`src/design/msp_pkg.sv`:
```
// Shared types and codes for the multi-sensor position calibrator.
// No dependencies; imported by the store and the top level.
`timescale 1ns / 1ps
`default_nettype none

package msp_pkg;

  // operation codes carried by the mode field
  localparam logic [1:0] OP_MEASURE = 2'd0;
  localparam logic [1:0] OP_CAPTURE = 2'd1;
  localparam logic [1:0] OP_SET     = 2'd2;
  localparam logic [1:0] OP_CLEAR   = 2'd3;

  // sensor codes
  localparam logic [1:0] SRC_HALL   = 2'd0;
  localparam logic [1:0] SRC_ANALOG = 2'd1;
  localparam logic [1:0] SRC_ACCEL  = 2'd2;
  localparam logic [1:0] SRC_NONE   = 2'd3;

  // source_mode values
  localparam logic [1:0] SMODE_ACCEL   = 2'd0;
  localparam logic [1:0] SMODE_ENCODER = 2'd1;
  localparam logic [1:0] SMODE_AUTO    = 2'd2;

  // configuration register indexes
  localparam logic [2:0] REG_SOURCE_MODE     = 3'd0;
  localparam logic [2:0] REG_SENSORS_PRESENT = 3'd1;
  localparam logic [2:0] REG_HALL_MIN_SPAN   = 3'd2;
  localparam logic [2:0] REG_ANALOG_MIN_SPAN = 3'd3;
  localparam logic [2:0] REG_ACCEL_MIN_SPAN  = 3'd4;

  // write command into the calibration point store
  typedef struct packed {
    logic [1:0] idx;
    logic       wr_closed;
    logic       wr_open;
    logic       set_cal;
    logic       clr_cal;
    logic       clr_pts;
    logic       clr_uncal;
  } cmd_t;

  // per-source marks read back from the store
  typedef struct packed {
    logic [2:0] cvalid;
    logic [2:0] ovalid;
    logic [2:0] cal;
  } status_t;

endpackage

`default_nettype wire

```
`src/design/msp_alu.sv`:
```
// Shared subtract unit of the calibrator: one signed difference per cycle.
// Used by the sequencer for spans, magnitudes, compares and divide steps.
`timescale 1ns / 1ps
`default_nettype none

module msp_alu #(
  parameter int W = 32
) (
  input  wire logic signed [W-1:0] a,
  input  wire logic signed [W-1:0] b,
  output logic signed [W-1:0]      diff,
  output logic                     neg
);

  assign diff = a - b;
  // operands never come close to the range limit, so the sign bit is a < b
  assign neg  = diff[W-1];

endmodule

`default_nettype wire

```
`src/design/msp_store.sv`:
```
// Calibration point store: closed/open points, valid marks, calibrated flags.
// Depends on msp_pkg for the command and status structs.
`timescale 1ns / 1ps
`default_nettype none

module msp_store
  import msp_pkg::*;
#(
  parameter int PW = 16
) (
  input  wire logic                 clk,
  input  wire logic                 rst_n,
  input  wire cmd_t                 cmd,
  input  wire logic signed [PW-1:0] closed_wd,
  input  wire logic signed [PW-1:0] open_wd,
  input  wire logic [1:0]           rd_idx,
  output logic signed [PW-1:0]      rd_closed,
  output logic signed [PW-1:0]      rd_open,
  output status_t                   status
);

  logic signed [PW-1:0] closed_r [3];
  logic signed [PW-1:0] open_r [3];
  logic [2:0] cval_r, cval_nxt;
  logic [2:0] oval_r, oval_nxt;
  logic [2:0] cal_r, cal_nxt;

  // point values only matter once marked valid, so they carry no reset
  always_ff @(posedge clk) begin
    if (cmd.wr_closed) closed_r[cmd.idx] <= closed_wd;
    if (cmd.wr_open) open_r[cmd.idx] <= open_wd;
  end

  always_comb begin
    cval_nxt = cval_r;
    oval_nxt = oval_r;
    cal_nxt  = cal_r;
    if (cmd.wr_closed) cval_nxt[cmd.idx] = 1'b1;
    if (cmd.wr_open) oval_nxt[cmd.idx] = 1'b1;
    if (cmd.clr_pts) begin
      cval_nxt[cmd.idx] = 1'b0;
      oval_nxt[cmd.idx] = 1'b0;
    end
    if (cmd.set_cal) cal_nxt[cmd.idx] = 1'b1;
    if (cmd.clr_cal) cal_nxt[cmd.idx] = 1'b0;
    if (cmd.clr_uncal) begin
      cval_nxt = cval_r & cal_r;
      oval_nxt = oval_r & cal_r;
    end
  end

  always_ff @(posedge clk) begin
    if (!rst_n) begin
      cval_r <= '0;
      oval_r <= '0;
      cal_r  <= '0;
    end else begin
      cval_r <= cval_nxt;
      oval_r <= oval_nxt;
      cal_r  <= cal_nxt;
    end
  end

  assign rd_closed     = closed_r[rd_idx];
  assign rd_open       = open_r[rd_idx];
  assign status.cvalid = cval_r;
  assign status.ovalid = oval_r;
  assign status.cal    = cal_r;

endmodule

`default_nettype wire

```
`src/design/multi_sensor_position_calibrator_core.sv`:
```
// Multi-sensor position calibrator, top level: config port, sequencer, datapath.
// Measure: the opening is set by the restoring divider, one quotient bit per cycle
// on the shared subtract unit. Capture fits each eligible source in turn. One item
// at a time; a new item is taken in the cycle after the previous one finishes.
// Reset (rst_n low, synchronous) clears marks, flags and config to defaults.
`timescale 1ns / 1ps
`default_nettype none

module multi_sensor_position_calibrator_core
  import msp_pkg::*;
#(
  parameter int RAW_WIDTH     = 16,
  parameter int FRACTION_BITS = 8
) (
  input  wire logic                        clk,
  input  wire logic                        rst_n,
  input  wire logic                        in_valid,
  output logic                             in_stall,
  input  wire logic [1:0]                  in_mode,
  input  wire logic [1:0]                  in_source,
  input  wire logic                        in_closed_point_flag,
  input  wire logic signed [RAW_WIDTH-1:0] in_hall_raw,
  input  wire logic signed [RAW_WIDTH-1:0] in_analog_raw,
  input  wire logic signed [RAW_WIDTH-1:0] in_accel_raw,
  input  wire logic                        in_accel_available,
  input  wire logic                        in_operation_blocked,
  input  wire logic signed [15:0]          in_cal_closed,
  input  wire logic signed [15:0]          in_cal_open,
  output logic                             out_valid,
  input  wire logic                        out_stall,
  output logic [1:0]                       out_active_source,
  output logic [$clog2((100 << FRACTION_BITS) + 1)-1:0] out_opening,
  output logic                             out_opening_valid,
  output logic                             out_accepted,
  output logic                             out_any_calibrated,
  input  wire logic                        psel,
  input  wire logic                        penable,
  input  wire logic                        pwrite,
  input  wire logic [4:0]                  paddr,
  input  wire logic [31:0]                 pwdata,
  output logic [31:0]                      prdata,
  output logic                             pready
);

  localparam int PW     = (RAW_WIDTH > 16) ? RAW_WIDTH : 16;
  localparam int FULL   = 100 << FRACTION_BITS;
  localparam int OPEN_W = $clog2(FULL + 1);
  localparam int DV_W   = PW + OPEN_W;
  localparam int W      = DV_W + 1;
  localparam int CNT_W  = $clog2(OPEN_W);

  localparam logic [3:0] S_IDLE  = 4'd0;
  localparam logic [3:0] S_CAP   = 4'd1;
  localparam logic [3:0] S_DIFF  = 4'd2;
  localparam logic [3:0] S_ABS   = 4'd3;
  localparam logic [3:0] S_CMP   = 4'd4;
  localparam logic [3:0] S_NUM   = 4'd5;
  localparam logic [3:0] S_NABS  = 4'd6;
  localparam logic [3:0] S_CLAMP = 4'd7;
  localparam logic [3:0] S_DIV   = 4'd8;
  localparam logic [3:0] S_DONE  = 4'd9;

  // ---------------- configuration ----------------
  logic [1:0]  smode_r;
  logic [2:0]  present_r;
  logic [15:0] hall_min_r, analog_min_r, accel_min_r;
  logic        cfg_wr;

  assign pready = 1'b1;
  assign cfg_wr = psel && penable && pwrite && pready;

  always_ff @(posedge clk) begin
    if (!rst_n) begin
      smode_r      <= SMODE_AUTO;
      present_r    <= 3'd0;
      hall_min_r   <= 16'd10;
      analog_min_r <= 16'd124;
      accel_min_r  <= 16'd1671;
    end else if (cfg_wr) begin
      case (paddr[4:2])
        REG_SOURCE_MODE:     smode_r      <= pwdata[1:0];
        REG_SENSORS_PRESENT: present_r    <= pwdata[2:0];
        REG_HALL_MIN_SPAN:   hall_min_r   <= pwdata[15:0];
        REG_ANALOG_MIN_SPAN: analog_min_r <= pwdata[15:0];
        REG_ACCEL_MIN_SPAN:  accel_min_r  <= pwdata[15:0];
        default: ;
      endcase
    end
  end

  always_comb begin
    unique case (paddr[4:2])
      REG_SOURCE_MODE:     prdata = {30'd0, smode_r};
      REG_SENSORS_PRESENT: prdata = {29'd0, present_r};
      REG_HALL_MIN_SPAN:   prdata = {16'd0, hall_min_r};
      REG_ANALOG_MIN_SPAN: prdata = {16'd0, analog_min_r};
      REG_ACCEL_MIN_SPAN:  prdata = {16'd0, accel_min_r};
      default:             prdata = 32'd0;
    endcase
  end

  // ---------------- item registers ----------------
  logic [3:0]                  state_r, state_nxt;
  logic [1:0]                  op_r;
  logic [1:0]                  idx_r, idx_nxt;
  logic                        cflag_r, avail_r;
  logic signed [RAW_WIDTH-1:0] hall_r, analog_r, accel_r;
  logic signed [15:0]          cal_c_r, cal_o_r;

  logic signed [PW:0]   den_r, den_nxt;
  logic signed [PW:0]   num_r, num_nxt;
  logic [PW-1:0]        span_r, span_nxt;
  logic [PW-1:0]        an_r, an_nxt;
  logic [DV_W-1:0]      rem_r, rem_nxt;
  logic [DV_W-1:0]      dsh_r, dsh_nxt;
  logic [OPEN_W-1:0]    q_r, q_nxt;
  logic [CNT_W-1:0]     cnt_r, cnt_nxt;
  logic [OPEN_W-1:0]    res_open_r, res_open_nxt;
  logic                 res_valid_r, res_valid_nxt;
  logic                 res_acc_r, res_acc_nxt;

  logic                 out_valid_r, out_valid_nxt;
  logic [1:0]           o_src_r;
  logic [OPEN_W-1:0]    o_open_r;
  logic                 o_valid_r, o_acc_r, o_any_r;
  logic                 out_load;

  logic                 in_fire;
  cmd_t                 cmd;
  status_t              status;
  logic signed [PW-1:0] rd_closed, rd_open;
  logic signed [PW-1:0] closed_wd, open_wd;
  logic signed [W-1:0]  alu_a, alu_b, alu_diff;
  logic                 alu_neg;
  logic signed [PW-1:0] raw_sel;
  logic [15:0]          min_sel;
  logic [1:0]           resolved;
  logic                 eligible;
  logic [OPEN_W-1:0]    q_step;

  assign in_stall = (state_r != S_IDLE);
  assign in_fire  = in_valid && !in_stall;

  // active source choice from the current flags
  function automatic logic [1:0] resolve_src(input logic [1:0] smode,
                                             input logic [2:0] present,
                                             input logic [2:0] cal,
                                             input logic       avail,
                                             input logic       blocked);
    logic [1:0] ha;
    logic [1:0] ac;
    logic [1:0] res;
    ha = SRC_NONE;
    if (present[0] && cal[0]) ha = SRC_HALL;
    else if (present[1] && cal[1]) ha = SRC_ANALOG;
    ac = (present[2] && avail && cal[2]) ? SRC_ACCEL : SRC_NONE;
    if (smode == SMODE_ACCEL) res = ac;
    else if (smode == SMODE_ENCODER) res = blocked ? SRC_NONE : ((ha != SRC_NONE) ? ha : ac);
    else res = (ac != SRC_NONE) ? ac : ha;
    return res;
  endfunction

  assign resolved = resolve_src(smode_r, present_r, status.cal,
                                in_accel_available, in_operation_blocked);

  always_comb begin
    case (idx_r)
      SRC_HALL:   raw_sel = PW'(hall_r);
      SRC_ANALOG: raw_sel = PW'(analog_r);
      default:    raw_sel = PW'(accel_r);
    endcase
    case (idx_r)
      SRC_HALL:   min_sel = hall_min_r;
      SRC_ANALOG: min_sel = analog_min_r;
      default:    min_sel = accel_min_r;
    endcase
  end

  assign eligible = present_r[idx_r] && !status.cal[idx_r] && ((idx_r != SRC_ACCEL) || avail_r);

  // operand selection for the shared subtract unit
  always_comb begin
    alu_a = '0;
    alu_b = '0;
    unique case (state_r)
      S_DIFF: begin
        if (op_r == OP_SET) begin
          alu_a = W'(cal_o_r);
          alu_b = W'(cal_c_r);
        end else begin
          alu_a = W'(rd_open);
          alu_b = W'(rd_closed);
        end
      end
      S_ABS: begin
        if (den_r[PW]) alu_b = W'(den_r);
        else alu_a = W'(den_r);
      end
      S_CMP: begin
        alu_a = W'(span_r);
        alu_b = W'(min_sel);
      end
      S_NUM: begin
        alu_a = W'(raw_sel);
        alu_b = W'(rd_closed);
      end
      S_NABS: begin
        if (num_r[PW]) alu_b = W'(num_r);
        else alu_a = W'(num_r);
      end
      S_CLAMP: begin
        alu_a = W'(an_r);
        alu_b = W'(span_r);
      end
      S_DIV: begin
        alu_a = W'(rem_r);
        alu_b = W'(dsh_r);
      end
      default: ;
    endcase
  end

  msp_alu #(.W(W)) u_alu (
    .a    (alu_a),
    .b    (alu_b),
    .diff (alu_diff),
    .neg  (alu_neg)
  );

  assign q_step   = {q_r[OPEN_W-2:0], !alu_neg};
  assign out_load = (state_r == S_DONE) && (!out_valid_r || !out_stall);

  // sequencer
  always_comb begin
    state_nxt     = state_r;
    idx_nxt       = idx_r;
    den_nxt       = den_r;
    num_nxt       = num_r;
    span_nxt      = span_r;
    an_nxt        = an_r;
    rem_nxt       = rem_r;
    dsh_nxt       = dsh_r;
    q_nxt         = q_r;
    cnt_nxt       = cnt_r;
    res_open_nxt  = res_open_r;
    res_valid_nxt = res_valid_r;
    res_acc_nxt   = res_acc_r;
    cmd           = '0;
    cmd.idx       = idx_r;
    closed_wd     = raw_sel;
    open_wd       = raw_sel;

    unique case (state_r)
      S_IDLE: begin
        if (in_fire) begin
          res_open_nxt  = '0;
          res_valid_nxt = 1'b0;
          res_acc_nxt   = 1'b0;
          unique case (in_mode)
            OP_MEASURE: begin
              idx_nxt   = resolved;
              state_nxt = (resolved == SRC_NONE) ? S_DONE : S_DIFF;
            end
            OP_CAPTURE: begin
              idx_nxt   = SRC_HALL;
              state_nxt = S_CAP;
            end
            OP_SET: begin
              idx_nxt   = in_source;
              state_nxt = (in_source == SRC_NONE) ? S_DONE : S_DIFF;
            end
            default: begin
              cmd.clr_uncal = 1'b1;
              state_nxt     = S_DONE;
            end
          endcase
        end
      end
      S_CAP: begin
        if (eligible) begin
          cmd.wr_closed = cflag_r;
          cmd.wr_open   = !cflag_r;
          state_nxt     = S_DIFF;
        end else if (idx_r == SRC_ACCEL) begin
          state_nxt = S_DONE;
        end else begin
          idx_nxt = idx_r + 2'd1;
        end
      end
      S_DIFF: begin
        den_nxt   = alu_diff[PW:0];
        state_nxt = S_ABS;
      end
      S_ABS: begin
        span_nxt  = alu_diff[PW-1:0];
        state_nxt = S_CMP;
      end
      S_CMP: begin
        unique case (op_r)
          OP_MEASURE: begin
            if (!alu_neg && (den_r != '0)) begin
              res_valid_nxt = 1'b1;
              state_nxt     = S_NUM;
            end else begin
              state_nxt = S_DONE;
            end
          end
          OP_CAPTURE: begin
            if (!alu_neg && status.cvalid[idx_r] && status.ovalid[idx_r]) begin
              cmd.set_cal = 1'b1;
              res_acc_nxt = 1'b1;
            end
            if (idx_r == SRC_ACCEL) begin
              state_nxt = S_DONE;
            end else begin
              idx_nxt   = idx_r + 2'd1;
              state_nxt = S_CAP;
            end
          end
          OP_SET: begin
            closed_wd = PW'(cal_c_r);
            open_wd   = PW'(cal_o_r);
            if (!alu_neg) begin
              cmd.wr_closed = 1'b1;
              cmd.wr_open   = 1'b1;
              cmd.set_cal   = 1'b1;
              res_acc_nxt   = 1'b1;
            end else begin
              cmd.clr_pts = 1'b1;
              cmd.clr_cal = 1'b1;
            end
            state_nxt = S_DONE;
          end
          default: state_nxt = S_DONE;
        endcase
      end
      S_NUM: begin
        num_nxt   = alu_diff[PW:0];
        state_nxt = S_NABS;
      end
      S_NABS: begin
        an_nxt = alu_diff[PW-1:0];
        // zero reading offset or opposite direction gives opening zero
        if ((num_r == '0) || (num_r[PW] != den_r[PW])) state_nxt = S_DONE;
        else state_nxt = S_CLAMP;
      end
      S_CLAMP: begin
        if (!alu_neg) begin
          // reading at or beyond the open point
          res_open_nxt = OPEN_W'(FULL);
          state_nxt    = S_DONE;
        end else begin
          rem_nxt   = {{OPEN_W{1'b0}}, an_r} * DV_W'(FULL);
          dsh_nxt   = {{OPEN_W{1'b0}}, span_r} << (OPEN_W - 1);
          q_nxt     = '0;
          cnt_nxt   = CNT_W'(OPEN_W - 1);
          state_nxt = S_DIV;
        end
      end
      S_DIV: begin
        if (!alu_neg) rem_nxt = alu_diff[DV_W-1:0];
        q_nxt   = q_step;
        dsh_nxt = dsh_r >> 1;
        if (cnt_r == '0) begin
          res_open_nxt = q_step;
          state_nxt    = S_DONE;
        end else begin
          cnt_nxt = cnt_r - CNT_W'(1);
        end
      end
      S_DONE: begin
        if (out_load) state_nxt = S_IDLE;
      end
      default: state_nxt = S_IDLE;
    endcase
  end

  msp_store #(.PW(PW)) u_store (
    .clk       (clk),
    .rst_n     (rst_n),
    .cmd       (cmd),
    .closed_wd (closed_wd),
    .open_wd   (open_wd),
    .rd_idx    (idx_r),
    .rd_closed (rd_closed),
    .rd_open   (rd_open),
    .status    (status)
  );

  always_ff @(posedge clk) begin
    if (in_fire) begin
      op_r    <= in_mode;
      cflag_r <= in_closed_point_flag;
      avail_r <= in_accel_available;
      hall_r  <= in_hall_raw;
      analog_r <= in_analog_raw;
      accel_r <= in_accel_raw;
      cal_c_r <= in_cal_closed;
      cal_o_r <= in_cal_open;
    end
    idx_r       <= idx_nxt;
    den_r       <= den_nxt;
    num_r       <= num_nxt;
    span_r      <= span_nxt;
    an_r        <= an_nxt;
    rem_r       <= rem_nxt;
    dsh_r       <= dsh_nxt;
    q_r         <= q_nxt;
    cnt_r       <= cnt_nxt;
    res_open_r  <= res_open_nxt;
    res_valid_r <= res_valid_nxt;
    res_acc_r   <= res_acc_nxt;
    if (out_load) begin
      o_src_r   <= (op_r == OP_MEASURE) ? idx_r : SRC_NONE;
      o_open_r  <= res_open_r;
      o_valid_r <= res_valid_r;
      o_acc_r   <= res_acc_r;
      o_any_r   <= |status.cal;
    end
  end

  always_comb begin
    out_valid_nxt = out_valid_r;
    if (out_valid_r && !out_stall) out_valid_nxt = 1'b0;
    if (out_load) out_valid_nxt = 1'b1;
  end

  always_ff @(posedge clk) begin
    if (!rst_n) begin
      state_r     <= S_IDLE;
      out_valid_r <= 1'b0;
    end else begin
      state_r     <= state_nxt;
      out_valid_r <= out_valid_nxt;
    end
  end

  assign out_valid          = out_valid_r;
  assign out_active_source  = o_src_r;
  assign out_opening        = o_open_r;
  assign out_opening_valid  = o_valid_r;
  assign out_accepted       = o_acc_r;
  assign out_any_calibrated = o_any_r;

endmodule

`default_nettype wire
```
`config.mk`:
```
export PLATFORM = sky130hd
export DESIGN_NAME = multi_sensor_position_calibrator_core
export DESIGN_NICKNAME = d
export VERILOG_FILES = /design/src/design/msp_pkg.sv /design/src/design/msp_alu.sv /design/src/design/msp_store.sv /design/src/design/multi_sensor_position_calibrator_core.sv
export SDC_FILE = /design/constraint.sdc
export NUM_CORES = 1
export LEC_CHECK = 0
export ABC_AREA = 1
export BUFFER_PORTS_ARGS = -buffer_cell sky130_fd_sc_hd__buf_4
export CAP_MARGIN = 20
export CORE_UTILIZATION = 50
export CTS_BUF_LIST = sky130_fd_sc_hd__clkbuf_4 sky130_fd_sc_hd__clkbuf_8
export CTS_CLUSTER_DIAMETER = 80
export DETAILED_ROUTE_END_ITERATION = 8
export GPL_TIMING_DRIVEN = 1
export PLACE_DENSITY_LB_ADDON = 0.3
export SYNTH_ARGS = -nofsm -noshare
export SYNTH_HDL_FRONTEND = slang
export SYNTH_HIERARCHICAL = 1
export SYNTH_SLANG_ARGS = --single-unit
```
`constraint.sdc`:
```
create_clock -name clk -period 6.1 [get_ports clk]
set_input_delay 1.525 -clock clk [delete_from_list [all_inputs] [get_ports clk]]
set_output_delay 1.525 -clock clk [all_outputs]
set_load 0.02 [all_outputs]
```
==> implementation parameters, run 1 <==
Parameter                              Value

Logic synthesis
  Total number of yosys warnings    6
  Post-Synthesis Cells    2617
  Mean cell area of the mapped netlist    8.86 um^2
  Post-Synthesis Cell Area    0.0232 mm^2

CTS
  # resized after CTS    0
  Clock tree from TritonCTS    built
  Latest clock arrival within the worst-skew pair    between 0.6 and 0.7 ns
  Num Clock Sinks    431
  CTS clk-pin slew, worst paths    0.06 ns
  Clock H-tree levels    3
  Post-CTS Setup Inserts    0
  Clock buffer count from CTS    74
  Clk Tree Root Cell    sky130_fd_sc_hd__clkbuf_8
  Bufs on Longest Clock Path    3
  Cts-stage hold buffer count    0

Global routing
  Pin count of the biggest net entering global routing    64
  Via count of the first global-routing pass    18.4k
  Global-route wire length before repair    104000 um
  Initial antenna violation count    0
  Total congestion overflow    0
  All-Layer GR Usage    0.290

Timing
  Final number of hold-violating endpoints    0
  FMAX    186 MHz
  Max-slew violation total from the final report    0
  Period minus WS final    roughly 5.4 ns
  Final Skew    0.0318 ns
  Setup repair after global routing missed its margin    no
  Final setup violation count    0
  Post-route clock period utilization    0.880
  Setup TNS    0 ns
  Worst-case setup margin in the final layout    0.734 ns
  Transition at the pin with the smallest max-transition slack    between 0.9 and 1 ns
  Relative max-transition margin    0.374

Critical path
  Critical path peak fanout    22
  Kind of end point of the critical path    flip-flop
  CP Launch Point    idx_r[0]
  Buf/Inv on CP    6
  Critical path data arrival time    5.67 ns
  Biggest cell delay along the critical path    between 0.5 and 0.6 ns
  Cell mode on critical path    sky130_fd_sc_hd__nand2_1
  Critical path endpoint    u_store/open_r[0][14]
  Number of stages on the worst setup path    25
  Setup Crit Path Kind    flip-flop to flip-flop
  Worst R2R Start    idx_r[0]
  Worst reg2reg path depth    25
  Reg-to-Reg End    u_store/open_r[0][14]
  Crit start category    flip-flop
  Worst EP required    6.40 ns
  Internal reg-to-reg setup slack    0.73 ns
  Critical path's top delay family    simple AND/OR/NAND/NOR gates
  Crit-path slowest cell    sky130_fd_sc_hd__edfxtp_1

Routing
  Via density per instance    ~5.6
  Initial drt markers    2023
  Count of vias placed by the detailed router    19.3k
  Post-Route WL    68400 um
  Antenna Violating Nets Remaining    0
  DRC    0
  Iteration count of the initial detailed-routing pass    7
  DR WL/cell    19.8 um

Layout
  Area grow syn2layout    13.7%
  Final net count    3030
  Share of post-route cells with drive strength above 1    0.136
  Ant. Diodes    0

Floorplanning
  Core region area    approximately 0.046 mm^2
  Starting density of the core    0.509
  Die Outline Area    0.0473 mm^2
  Count of boundary I/O pins    about 190
  DIE HEIGHT    approximately 220 um
  Row count    78
  Die width    ~220 um

Placed design
  Worst setup slack after placement    0.861 ns
  Estimated wirelength of the detail-placed design    49800 um
  IO Port Bufs    150
  Weighted congestion at the end of routability-driven global placement    0.988

Run status
  Outcome    finished, final reports clean

Power
  Static leakage    11.6 nW
  Power Dens Cells    467 mW/mm^2
  Maximum vdd ir drop    between 0.0002 and 0.00025 V

Run
  Count of max-cap constraint violations    0

Min path
  Hold Path Depth    0
  Type of the most critical hold path    flip-flop to flip-flop
==> per-stage QoR <==
stage | util | power, W | cell area (um^2) | hold WS (ns) | std cells
floorplan | - | 0.00777 | 23300 | 0.400 | 2632
detailed placement | 0.545 | 0.00951 | 24900 | 0.405 | 3317
global route | 0.579 | 0.0130 | 26400 | 0.419 | 3451
global placement | 0.545 | 0.00940 | 24900 | 0.404 | 3317
finish | 0.579 | 0.0123 | 26400 | 0.407 | 3451
CTS | 0.579 | 0.0122 | 26400 | 0.405 | 3451
==> placed cells by master, fill, tap and decap left out, drive strengths merged, types with 2 or more instances in the layout <==
cell type,n
nand2,717
inv,381
edfxtp,364
nor2,271
buf,189
a21oi,159
o21ai,134
clkbuf,108
nand3,101
ha,94
dfxtp,67
a22oi,32
o211ai,27
a221oi,24
o2111ai,22
clkinv,18
conb,17
nand4,15
xor2,14
o22ai,13
nor3,13
fa,12
a211oi,10
a31oi,8
or2,7
a21boi,6
xnor2,6
o221ai,3
bufinv,3
o21bai,3
nor4,2
clkinvlp,2
and2,2
==> power by group <==
part	switching, W	leakage, nW	internal [W]
logic	0.00389	6.94	0.00141
clock network	0.00121	0.808	0.00152
registers	0.000136	3.90	0.00416
total	0.00523	11.6	0.00709
==> registers in the layout (all words and copies together), names as in the netlist, 17 cells and up <==
register,flops
dsh_r,30
den_r,17
rem_r,31
u_store/open_r,48
num_r,17
u_store/closed_r,48
==> worst min path at each step <==
stage / startpoint / endpoint / slack, ns
after global routing: res_open_r[14] / out_opening[14] / 0.42
after global placement: res_open_r[12] / out_opening[12] / 0.40
final: res_open_r[14] / out_opening[14] / 0.41
after floorplan: res_acc_r / out_accepted / 0.40
after detailed placement: res_open_r[14] / out_opening[14] / 0.40
after CTS: res_open_r[14] / out_opening[14] / 0.41
==> layout make-up <==
cell class	instances	area, um^2
flip-flops and latches	431	12300
multi-input cells	1719	8970
clock buffers	108	1320
well taps	600	751
inverters	378	1420
fillers	3973	19200
clock inverters	26	208
repair buffers	189	1430
==> routing by layer <==
metal,global-route usage,part of all wire
met5,0,0
met4,0.156,0.055
met3,0.0481,0.088
met2,0.469,0.46
met1,0.374,0.40
==> worst register-to-register path, stage by stage, from the launching register on <==
cell and delay (ns):
sky130_fd_sc_hd__edfxtp_1 0.52, sky130_fd_sc_hd__inv_1 0.21, sky130_fd_sc_hd__ha_1 0.27, sky130_fd_sc_hd__nor2_1 0.27, sky130_fd_sc_hd__buf_4 0.35, sky130_fd_sc_hd__a22oi_1 0.12, sky130_fd_sc_hd__nand2_1 0.22, sky130_fd_sc_hd__nand2_1 0.09
sky130_fd_sc_hd__nand2_1 0.24, sky130_fd_sc_hd__inv_2 0.21, sky130_fd_sc_hd__nand2_1 0.14, sky130_fd_sc_hd__ha_1 0.30, sky130_fd_sc_hd__a21oi_1 0.21, sky130_fd_sc_hd__nand2_1 0.11, sky130_fd_sc_hd__nand2_1 0.07, sky130_fd_sc_hd__nand2_1 0.05
sky130_fd_sc_hd__a21oi_1 0.18, sky130_fd_sc_hd__nand2_1 0.08, sky130_fd_sc_hd__nand2_1 0.06, sky130_fd_sc_hd__nand2_1 0.18, sky130_fd_sc_hd__inv_1 0.25, sky130_fd_sc_hd__nand3_1 0.13, sky130_fd_sc_hd__o21ai_0 0.22, sky130_fd_sc_hd__nand2_1 0.17
sky130_fd_sc_hd__inv_1 0.08, sky130_fd_sc_hd__buf_4 0.29
(Power assumes the default switching activity.)
==> run 2, diff against run 1 <==
ABC_AREA = default   (was 1)
SKIP_LAST_GASP = 1   (was default)
==> run 2 against run 1 <==
The run now ends with design-rule violations left. Sequential cell count stayed put. Sequential share of layout area is 1.8 points higher. Die area is 4.1% lower. Critical path depth is 5 lower. Clock-buffer cell count is 3 higher. Routed wire length is 9.6% lower. Register-to-register slack worse by 0.40 ns. Global-route usage is 1.4 points lower. First-iteration DRC count is 6.9% lower. Core utilization is 0.58 points higher. Synthesized area is 4.1% lower. Critical path type unchanged. Critical endpoint is now u_store/open_r[2][8].
==> implementation parameters, run 2 <==
Parameter                              Value

Placed design
  Estimated wirelength of the detail-placed design    44200 um (was 49800 um)
  Number of instances in the placed design    2746 (was 3317)
  Worst setup slack after placement    0.458 ns (was 0.861 ns)
  Weighted congestion at the end of routability-driven global placement    0.990 (was 0.988)
  IO Port Bufs    150 (unchanged)

Routing
  DR WL/cell    21.5 um (was 19.8 um)
  Antenna Violating Nets Remaining    0 (unchanged)
  Initial drt markers    1883 (was 2023)
  Count of vias placed by the detailed router    17.0k (was 19.3k)
  Iteration count of the initial detailed-routing pass    9 (was 7)
  Post-Route WL    61800 um (was 68400 um)
  DRC    10 (was 0)
  Via density per instance    5.91 (was 5.58)

CTS
  Clock buffer count from CTS    73 (was 74)
  Clock H-tree levels    3 (unchanged)
  Latest clock arrival within the worst-skew pair    0.64 ns (was 0.65 ns)
  Post-CTS Setup Inserts    0 (unchanged)
  Num Clock Sinks    431 (unchanged)
  Clock tree from TritonCTS    built (unchanged)
  # resized after CTS    0 (unchanged)
  Cts-stage hold buffer count    0 (unchanged)
  Bufs on Longest Clock Path    3 (unchanged)
  CTS clk-pin slew, worst paths    0.06 ns (about the same)
  Clk Tree Root Cell    sky130_fd_sc_hd__clkbuf_8 (unchanged)

Timing
  Post-route clock period utilization    0.945 (was 0.880)
  Relative max-transition margin    0.306 (was 0.374)
  Transition at the pin with the smallest max-transition slack    1.04 ns (was 0.916 ns)
  FMAX    173 MHz (was 186 MHz)
  Worst-case setup margin in the final layout    0.334 ns (was 0.734 ns)
  Max-slew violation total from the final report    0 (unchanged)
  Setup repair after global routing missed its margin    no (unchanged)
  Final number of hold-violating endpoints    0 (unchanged)
  Final setup violation count    0 (unchanged)
  Period minus WS final    5.77 ns (was 5.37 ns)
  Final Skew    0.0336 ns (was 0.0318 ns)
  Setup TNS    0 ns (unchanged)

Run status
  Violated checks    design-rule violations
  Outcome    finished with violations (was finished, final reports clean)

Critical path
  Critical path data arrival time    6.05 ns (was 5.67 ns)
  Critical path cell sequence    nand2b_1, or3_1, buf_4, nand2_2, a22oi_1, nor3b_4, nand2_1, inv_1, ha_1, a21oi_1, inv_1, a31oi_1, o21bai_1, a211o_1, a31oi_1, xnor2_1, buf_4, o32ai_1, and2_1, buf_4
  Worst R2R Start    state_r[3] (was idx_r[0])
  Internal reg-to-reg setup slack    0.33 ns (was 0.73 ns)
  Crit-path slowest cell    sky130_fd_sc_hd__nor3b_4 (was sky130_fd_sc_hd__edfxtp_1)
  Reg-to-Reg End    u_store/open_r[2][8] (was u_store/open_r[0][14])
  Crit start category    flip-flop (unchanged)
  Cell mode on critical path    sky130_fd_sc_hd__buf_4 (was sky130_fd_sc_hd__nand2_1)
  Setup Crit Path Kind    flip-flop to flip-flop (unchanged)
  Kind of end point of the critical path    flip-flop (unchanged)
  Worst reg2reg path depth    20 (was 25)
  Biggest cell delay along the critical path    0.58 ns (was 0.52 ns)
  Critical path peak fanout    18 (was 22)
  Worst EP required    6.38 ns (was 6.40 ns)

Run
  Count of max-cap constraint violations    0 (unchanged)

Min path
  Hold Path Depth    0 (unchanged)
  Hold path startpoint    res_open_r[7] (was res_open_r[14])
  Type of the most critical hold path    flip-flop to flip-flop (unchanged)
  WHS Endpoint    out_opening[7] (was out_opening[14])

Global routing
  Via count of the first global-routing pass    16.2k (was 18.4k)
  Global-route wire length before repair    93900 um (was 104000 um)
  Total congestion overflow    0 (unchanged)
  Initial antenna violation count    0 (unchanged)
  Pin count of the biggest net entering global routing    75 (was 64)
  All-Layer GR Usage    0.277 (was 0.290)

Logic synthesis
  Post-Synthesis Cells    2077 (was 2617)
  Post-Synthesis Cell Area    0.0222 mm^2 (was 0.0232 mm^2)
  Mean cell area of the mapped netlist    10.7 um^2 (was 8.86 um^2)
  Total number of yosys warnings    6 (unchanged)

Floorplanning
  Die width    213 um (was 217 um)
  Count of boundary I/O pins    186 (unchanged)
  Row count    76 (was 78)
  Starting density of the core    0.512 (was 0.509)
  DIE HEIGHT    213 um (was 217 um)
  Core region area    0.0435 mm^2 (was 0.0456 mm^2)
  Die Outline Area    0.0453 mm^2 (was 0.0473 mm^2)

Power
  Maximum vdd ir drop    0.000296 V (was 0.000242 V)
  Power Dens Cells    453 mW/mm^2 (was 467 mW/mm^2)
  Overall Power    0.0115 W (was 0.0123 W)
  Static leakage    10.3 nW (was 11.6 nW)

Layout
  Final standard cell count with taps included and fillers excluded    2875 (was 3451)
  Most used cells in the layout excluding fill and tap cells    sky130_fd_sc_hd__edfxtp_1 (364), sky130_fd_sc_hd__nand2_1 (355), sky130_fd_sc_hd__buf_4 (193) (was sky130_fd_sc_hd__nand2_1 (700), sky130_fd_sc_hd__edfxtp_1 (364), sky130_fd_sc_hd__inv_1 (351))
  Ant. Diodes    0 (unchanged)
  Share of post-route cells with drive strength above 1    0.158 (was 0.136)
  Area grow syn2layout    14.2% (was 13.7%)
  Registers with the most flip-flops    u_store/closed_r x48, u_store/open_r x48, rem_r x31 (unchanged)
  Final net count    2474 (was 3030)
  Most common cell after layout, fill and taps aside    sky130_fd_sc_hd__edfxtp_1 (was sky130_fd_sc_hd__nand2_1)
[run 2: layout make-up]
class / instances / area, um^2
Tap cell: 585 / 732
Timing Repair Buffer: 198 / 1530
Clock inverter: 17 / 75.1
Fill cell: 3705 / 18100
Sequential cell: 431 / 12300
Inverter: 111 / 417
Clock buffer: 111 / 1340
Multi-Input combinational cell: 1422 / 9040
[run 2: routing by layer]
metal | global-route usage | vias up | wire [um]
li1 | - | 7830 | -
met4 | 0.113 | 0 | 2350
met1 | 0.378 | 8196 | 25400
met3 | 0.0479 | 142 | 5260
met2 | 0.437 | 817 | 28800
met5 | 0 | - | 0
[run 2: worst max path at each step]
stage / start / endpoint / slack (ns) / depth (start not counted)
6_report: state_r[3] / u_store/open_r[2][8] / 0.33 / 20
5_1_grt: state_r[3] / u_store/open_r[1][8] / 0.04 / 20
4_1_cts: idx_r[0] / u_store/open_r[2][8] / 0.45 / 21
3_5_place_dp: idx_r[0] / u_store/open_r[2][9] / 0.46 / 21
3_3_place_gp: idx_r[0] / u_store/open_r[0][10] / 0.50 / 21
2_1_floorplan: state_r[3] / u_store/closed_r[0][0] / 0.61 / 17
[run 2: metrics by stage]
step | util | cell area [um^2] | hold WS [ns]
global placement | 0.552 | 24000 | 0.401
floorplan | - | 22300 | 0.400
CTS | 0.584 | 25400 | 0.419
detailed placement | 0.552 | 24000 | 0.405
finish | 0.585 | 25400 | 0.417
global route | 0.585 | 25400 | 0.428
[run 2: worst max-delay path: cells and delay by family (launching register included)]
family | cells | cell delay, ns
flops | 1 | 0.54
simple gates | 6 | 1.68
xor+xnor | 1 | 0.12
buf+inv | 5 | 0.92
compound gates | 7 | 1.80
fa+ha+maj | 1 | 0.30
[run 2: report_power, final]
group / total (W) / internal (W) / switching [W]
clock: 0.00253 / 0.00139 / 0.00114
sequential: 0.00440 / 0.00420 / 0.000201
combinational: 0.00459 / 0.00156 / 0.00303
